## config.mk

```make
export PLATFORM = sky130hd
export DESIGN_NAME = websocket_masked_frame_builder_flat
export DESIGN_NICKNAME = d
export VERILOG_FILES = /design/src/rtl/wsmfb_pkg.sv /design/src/rtl/wsmfb_if.sv /design/src/rtl/wsmfb_out_ser.sv /design/src/rtl/websocket_masked_frame_builder.sv /design/src/flat_wrapper.sv
export SDC_FILE = /design/constraint.sdc
export NUM_CORES = 1
export LEC_CHECK = 0
export BUFFER_PORTS_ARGS = -buffer_cell sky130_fd_sc_hd__buf_2
export CAP_MARGIN = 40
export CORE_MARGIN = 3
export CORE_UTILIZATION = 50
export DETAILED_ROUTE_END_ITERATION = 10
export PLACE_DENSITY = 0.7
export SLEW_MARGIN = 10
export SYNTH_ARGS = -nofsm -noshare
export SYNTH_HDL_FRONTEND = slang
export SYNTH_HIERARCHICAL = 1
export SYNTH_SLANG_ARGS = --single-unit
```

## constraint.sdc

```tcl
create_clock -name clk -period 13.4 [get_ports clk]
set_input_delay 0.67 -clock clk [delete_from_list [all_inputs] [get_ports clk]]
set_output_delay 0.67 -clock clk [all_outputs]
set_load 0.03 [all_outputs]
```

## src/rtl/wsmfb_pkg.sv

```systemverilog
// Shared types, constants and helpers for the masked WebSocket frame builder.
package wsmfb_pkg;

    typedef enum logic {
        MODE_START   = 1'b0,
        MODE_PAYLOAD = 1'b1
    } mode_t;

    localparam int unsigned CFG_DATA_W  = 32;
    localparam int unsigned CFG_INDEX_W = 1;

    localparam logic [CFG_INDEX_W-1:0] REG_MASK_KEY     = 1'b0;
    localparam logic [CFG_INDEX_W-1:0] REG_FRAME_OPCODE = 1'b1;

    localparam logic [31:0] MASK_KEY_RST     = 32'h37FA_213D;
    localparam logic [3:0]  FRAME_OPCODE_RST = 4'h1;

    localparam logic [7:0]  FIN_BIT     = 8'h80;
    localparam logic [7:0]  MASK_BIT    = 8'h80;
    localparam logic [15:0] LEN7_LIMIT  = 16'd126;
    localparam logic [6:0]  LEN16_CODE  = 7'd126;

    localparam int unsigned MAX_BYTES = 8;

    typedef struct packed {
        logic [MAX_BYTES-1:0][7:0] bytes;
        logic [2:0]                last_idx;
        logic                      frame_end;
        logic                      error;
    } item_t;

    function automatic logic [7:0] key_byte(input logic [31:0] key, input logic [1:0] idx);
        logic [7:0] b;
        case (idx)
            2'd0:    b = key[31:24];
            2'd1:    b = key[23:16];
            2'd2:    b = key[15:8];
            default: b = key[7:0];
        endcase
        return b;
    endfunction

endpackage

```

## src/rtl/wsmfb_if.sv

```systemverilog
// Valid/ready channel interfaces for input items and result bytes.
interface wsmfb_in_if;
    logic        valid;
    logic        ready;
    logic        mode;
    logic [15:0] frame_length;
    logic [7:0]  payload_byte;

    modport source (output valid, output mode, output frame_length, output payload_byte,
                    input ready);
    modport sink   (input valid, input mode, input frame_length, input payload_byte,
                    output ready);
endinterface

interface wsmfb_out_if;
    logic       valid;
    logic       ready;
    logic [7:0] out_byte;
    logic       run_last;
    logic       frame_end;
    logic       error;

    modport source (output valid, output out_byte, output run_last, output frame_end,
                    output error, input ready);
    modport sink   (input valid, input out_byte, input run_last, input frame_end,
                    input error, output ready);
endinterface

```

## src/rtl/wsmfb_out_ser.sv

```systemverilog
// Result register and byte serializer: holds one item's bytes and emits them in order.
module wsmfb_out_ser (
    input  logic                clk,
    input  logic                rst_n,
    input  logic                load,
    input  wsmfb_pkg::item_t    item,
    output logic                can_load,
    wsmfb_out_if.source         result
);
    import wsmfb_pkg::*;

    logic       active_reg;
    logic [2:0] idx_reg;
    item_t      ent_reg;
    logic       at_last;

    assign at_last  = (idx_reg == ent_reg.last_idx);
    assign can_load = !active_reg || (result.ready && at_last);

    always_ff @(posedge clk or negedge rst_n)
    begin
        if (!rst_n)
        begin
            active_reg <= 1'b0;
            idx_reg    <= '0;
        end
        else if (load)
        begin
            active_reg <= 1'b1;
            idx_reg    <= '0;
        end
        else if (active_reg && result.ready)
        begin
            if (at_last)
                active_reg <= 1'b0;
            else
                idx_reg <= idx_reg + 3'd1;
        end
    end

    always_ff @(posedge clk)
    begin
        if (load)
            ent_reg <= item;
    end

    assign result.valid     = active_reg;
    assign result.out_byte  = ent_reg.bytes[idx_reg];
    assign result.run_last  = at_last;
    assign result.frame_end = at_last && ent_reg.frame_end;
    assign result.error     = ent_reg.error;

endmodule

```

## src/rtl/websocket_masked_frame_builder.sv

```systemverilog
// The first result byte is valid in the cycle after the input transaction.
// A start item yields 6 header bytes (length below 126) or 8; a payload item yields 1.
// The next item is taken in the cycle the previous item's last byte is taken, so payload
// bytes stream at one per cycle while the output is ready, through one item register.
// Reset clears the open frame and restores mask key 0x37FA213D and opcode 1.
module websocket_masked_frame_builder (
    input  logic                                clk,
    input  logic                                rst_n,
    input  logic                                cfg_we,
    input  logic [wsmfb_pkg::CFG_INDEX_W-1:0]   cfg_index,
    input  logic [wsmfb_pkg::CFG_DATA_W-1:0]    cfg_data,
    wsmfb_in_if.sink                            item,
    wsmfb_out_if.source                         result
);
    import wsmfb_pkg::*;

    logic [31:0] mask_key_reg;
    logic [3:0]  frame_opcode_reg;
    logic [15:0] bytes_left_reg;
    logic [15:0] bytes_left_next;
    logic [1:0]  key_index_reg;
    logic [1:0]  key_index_next;

    item_t       built;
    logic        can_load;
    logic        load;

    assign item.ready = can_load;
    assign load       = item.valid && can_load;

    always_ff @(posedge clk or negedge rst_n)
    begin
        if (!rst_n)
        begin
            mask_key_reg     <= MASK_KEY_RST;
            frame_opcode_reg <= FRAME_OPCODE_RST;
        end
        else if (cfg_we)
        begin
            case (cfg_index)
                REG_MASK_KEY:     mask_key_reg     <= cfg_data;
                REG_FRAME_OPCODE: frame_opcode_reg <= cfg_data[3:0];
                default:          ;
            endcase
        end
    end

    always_comb
    begin
        built           = '0;
        bytes_left_next = bytes_left_reg;
        key_index_next  = key_index_reg;
        if (mode_t'(item.mode) == MODE_START)
        begin
            built.bytes[0]  = FIN_BIT | {4'h0, frame_opcode_reg};
            built.frame_end = (item.frame_length == 16'd0);
            if (item.frame_length < LEN7_LIMIT)
            begin
                built.bytes[1] = MASK_BIT | {1'b0, item.frame_length[6:0]};
                built.bytes[2] = key_byte(mask_key_reg, 2'd0);
                built.bytes[3] = key_byte(mask_key_reg, 2'd1);
                built.bytes[4] = key_byte(mask_key_reg, 2'd2);
                built.bytes[5] = key_byte(mask_key_reg, 2'd3);
                built.last_idx = 3'd5;
            end
            else
            begin
                built.bytes[1] = MASK_BIT | {1'b0, LEN16_CODE};
                built.bytes[2] = item.frame_length[15:8];
                built.bytes[3] = item.frame_length[7:0];
                built.bytes[4] = key_byte(mask_key_reg, 2'd0);
                built.bytes[5] = key_byte(mask_key_reg, 2'd1);
                built.bytes[6] = key_byte(mask_key_reg, 2'd2);
                built.bytes[7] = key_byte(mask_key_reg, 2'd3);
                built.last_idx = 3'd7;
            end
            bytes_left_next = item.frame_length;
            key_index_next  = 2'd0;
        end
        else if (bytes_left_reg == 16'd0)
        begin
            built.error = 1'b1;
        end
        else
        begin
            built.bytes[0]  = item.payload_byte ^ key_byte(mask_key_reg, key_index_reg);
            built.frame_end = (bytes_left_reg == 16'd1);
            bytes_left_next = bytes_left_reg - 16'd1;
            key_index_next  = key_index_reg + 2'd1;
        end
    end

    always_ff @(posedge clk or negedge rst_n)
    begin
        if (!rst_n)
        begin
            bytes_left_reg <= '0;
            key_index_reg  <= '0;
        end
        else if (load)
        begin
            bytes_left_reg <= bytes_left_next;
            key_index_reg  <= key_index_next;
        end
    end

    wsmfb_out_ser u_out_ser (
        .clk      (clk),
        .rst_n    (rst_n),
        .load     (load),
        .item     (built),
        .can_load (can_load),
        .result   (result)
    );

endmodule

```

## src/flat_wrapper.sv

```systemverilog
// flat-port wrapper written by rule: the top's interface ports become plain ports
module websocket_masked_frame_builder_flat import wsmfb_pkg::*;
  (clk, rst_n, cfg_we, cfg_index, cfg_data, item_valid, item_mode, item_frame_length, item_payload_byte, item_ready, result_valid, result_out_byte, result_run_last, result_frame_end, result_error, result_ready);
  wsmfb_in_if item_i ();
  wsmfb_out_if result_i ();
  input  logic clk;
  input  logic rst_n;
  input  logic cfg_we;
  input  logic [wsmfb_pkg::CFG_INDEX_W-1:0] cfg_index;
  input  logic [wsmfb_pkg::CFG_DATA_W-1:0] cfg_data;
  input wire logic [$bits(item_i.valid)-1:0] item_valid;
  input wire logic [$bits(item_i.mode)-1:0] item_mode;
  input wire logic [$bits(item_i.frame_length)-1:0] item_frame_length;
  input wire logic [$bits(item_i.payload_byte)-1:0] item_payload_byte;
  output wire logic [$bits(item_i.ready)-1:0] item_ready;
  output wire logic [$bits(result_i.valid)-1:0] result_valid;
  output wire logic [$bits(result_i.out_byte)-1:0] result_out_byte;
  output wire logic [$bits(result_i.run_last)-1:0] result_run_last;
  output wire logic [$bits(result_i.frame_end)-1:0] result_frame_end;
  output wire logic [$bits(result_i.error)-1:0] result_error;
  input wire logic [$bits(result_i.ready)-1:0] result_ready;
  assign item_i.valid = item_valid;
  assign item_i.mode = item_mode;
  assign item_i.frame_length = item_frame_length;
  assign item_i.payload_byte = item_payload_byte;
  assign item_ready = item_i.ready;
  assign result_valid = result_i.valid;
  assign result_out_byte = result_i.out_byte;
  assign result_run_last = result_i.run_last;
  assign result_frame_end = result_i.frame_end;
  assign result_error = result_i.error;
  assign result_i.ready = result_ready;
  websocket_masked_frame_builder u_core (.clk(clk), .rst_n(rst_n), .cfg_we(cfg_we), .cfg_index(cfg_index), .cfg_data(cfg_data), .item(item_i), .result(result_i));
endmodule
```

==> flow_summary.json <==
{
  "max-slew-margin-rel_pct": 39.8,
  "cts_inserted_buffers": 17,
  "synthDistinctLibCells": 69,
  "start_kind": "flop",
  "fin_cells": 737,
  "fin_nets": 626,
  "power_mw": 1.57,
  "drt_iter0_drc": 532,
  "end_kind": "flop",
  "final_common_cell": "buf_2",
  "netlist_top_cells_area": "edfxtp_1 32%, dfrtp_1 15%, dfstp_2 7.7%",
  "setup_viol": 0,
  "ys_warn_count": 6,
  "path_clk_slew_ns": 0.06,
  "rows": 40,
  "pre_cts_ws_ns": 9.61,
  "crit_top_cell": "nand2_1",
  "final_cell_mix": "75 x buf_2, 69 x edfxtp_1, 43 x mux2_2",
  "fmax_mhz": 260,
  "ant_nets": 0,
  "path_max_fanout": 58,
  "wire_per_inst_um": 21.4,
  "synth_cells": 486,
  "cts.path.max_buffers": 2,
  "die_area_um2": 14400,
  "drtPass1Iterations": 5,
  "p_per_area_nw_per_um2": 206,
  "dieWidth_um": 120,
  "ys.flop_type": "edfxtp_1",
  "hp-class": "primary input to async pin",
  "fin_crit_ns": 3.85,
  "synth_area_um2": 6490,
  "dp_cells": 705,
  "grtUsageTotal_pct": 23.0,
  "slew_viol_final": 0,
  "arrival_ns": 4.15,
  "synth_seq_cells": 127,
  "io-pin-count": 76,
  "synth_edf_count": 69,
  "largest_reg_flops": 68,
  "gr-total-overflow": 0,
  "status": "finished, final reports clean",
  "finalHoldViolCount": 0,
  "worst_pin_slew_ns": 0.896,
  "crit_buf_inv": 2,
  "synth_nets": 556,
  "drv_cap": 0,
  "synth.top_cell.area_share_pct": 31.9,
  "place.gp.congestion": 0.877,
  "yosysSeqAreaShare_pct": 54.6,
  "n_antenna_cell": 0,
  "routed_wl_um": 15800,
  "critPathKind": "flop to flop",
  "finalWorstSetupSlack_ns": 9.55,
  "initial_core_util_pct": 52.5,
  "cts_sinks": 127,
  "drcViolationCount": 0,
  "grt_max_degree": 59,
  "cp_cell_sequence": "xnor2_1 -> nand4_1 -> nand2_1 -> nand2_1 -> inv_2 -> buf_4 -> nand2_1 -> a211o_1",
  "grt_pass1_vias": 4650,
  "finalCritPeriodShare_pct": 28.7,
  "cts_tree": "built",
  "cts_resized": 0,
  "synth-async-reset-ratio_pct": 45.7,
  "rsz0062_at_grt": "false",
  "drive_gt1_share_pct": 35.5,
  "cp_slowest_stage_delay_ns": 0.73,
  "post-cts-setup-buffer-count": 0,
  "cp.required_ns": 13.70,
  "total_leakage_power_nw": 2.90,
  "syn_area_per_cell_um2": 13.4,
  "fillers": 975,
  "io_buffers": 75,
  "clock_latency_ns": 0.42,
  "grt_pass1_wl_um": 25300,
  "syn2layout_area_growth_pct": 17.1,
  "setup_tns_ns": 0,
  "vias": 4555,
  "dieHeight_um": 120,
  "clock_skew_ns": 0.0101,
  "cts_root_buf": "clkbuf_16",
  "dp_hpwl_um": 10800,
  "irDropWorstVdd_v": 0.0000951,
  "crit_family": "buffers and inverters",
  "post_drt_via_cell_ratio": 6.18,
  "coreArea_um2": 12400,
  "antenna_found_initial": 0,
  "htreeDepth": 4,
  "crit_slowest_cell": "dfrtp_1",
  "yosysTopAreaCell": "edfxtp_1",
  "cts_hold_buf": 0
}
## cell type report
cell class              instances  area, um^2  area share [%]
well taps                     168         210            2.77
flip-flops and latches        127        3550            46.7
multi-input cells             319        2750            36.1
inverters                       8        35.0           0.461
clock inverters                 9         116            1.53
repair buffers                 83         475            6.26
clock buffers                  23         468            6.16
## synth_stat cells (2+ instances only)
library cell	number
nand3_1	10
dfrtp_1	39
a21oi_1	6
mux2_1	2
nor3_1	9
nand4_1	7
a41oi_1	2
nor4_1	4
a31oi_1	9
mux4_2	16
nand2_1	26
a211o_1	3
and2_1	19
xnor2_1	10
o2bb2ai_1	4
buf_1	3
buf_2	10
nor4_4	4
a222oi_1	8
buf_6	5
inv_1	5
clkbuf_1	13
o22a_1	3
xor2_1	4
nor2_1	16
a21o_1	9
a22o_1	31
mux2_2	43
mux2i_1	2
o31ai_1	4
nand2b_1	5
dfstp_2	19
nor2b_1	6
a22oi_1	2
ha_1	7
o21ai_0	20
edfxtp_1	69
## worst paths after layout
path	start	end	slack, ns	cells after the start
min	rst_n	u_core/bytes_left_reg[2]	0.38	2
min in group clk	cfg_data[24]	u_core/mask_key_reg[24]	0.49	2
max	u_core/u_out_ser/idx_reg[2]	u_core/bytes_left_reg[7]	9.55	8
max in group asynchronous	rst_n	u_core/mask_key_reg[9]	12.49	2
min reg2reg	u_core/frame_opcode_reg[2]	u_core/frame_opcode_reg[2]	0.52	1
max reg2reg	u_core/u_out_ser/idx_reg[2]	u_core/bytes_left_reg[7]	9.55	8
## stage by stage
step                      utilization [%]  hold WS [ns]  cell area, um^2
after floorplan                         -         0.374             6490
after global placement               56.3         0.491             6960
after detailed placement             56.7         0.506             7010
after CTS                            61.5         0.433             7600
after global routing                 61.5         0.462             7600
final                                61.5         0.380             7600
## power breakdown
group          internal [mW]  switching, mW  total, mW  leakage [nW]
registers              0.522         0.0915      0.614          1.31
clock network          0.299          0.159      0.458         0.287
logic                  0.217          0.278      0.495          1.30
total                   1.04          0.528       1.57          2.90
## metal layers
layer	routed length (um)	GRT usage (%)	vias to the layer above	share of wire (%)
li1	-	-	2057	-
met2	7570	34.9	208	48
met5	0	0	-	0
met3	1130	5.80	38	7.2
met4	425	10.1	0	2.7
met1	6630	31.6	2252	42
## kinds of logic after synthesis
logic type | after synthesis | synth area share (%)
fa+ha+maj | 7 | 1.35
simple gates | 119 | 11.4
buf+inv | 40 | 3.22
mux | 63 | 13.7
xor+xnor | 14 | 1.89
compound gates | 116 | 13.8
flops | 127 | 54.6
Power figures use the tool's default switching activity.
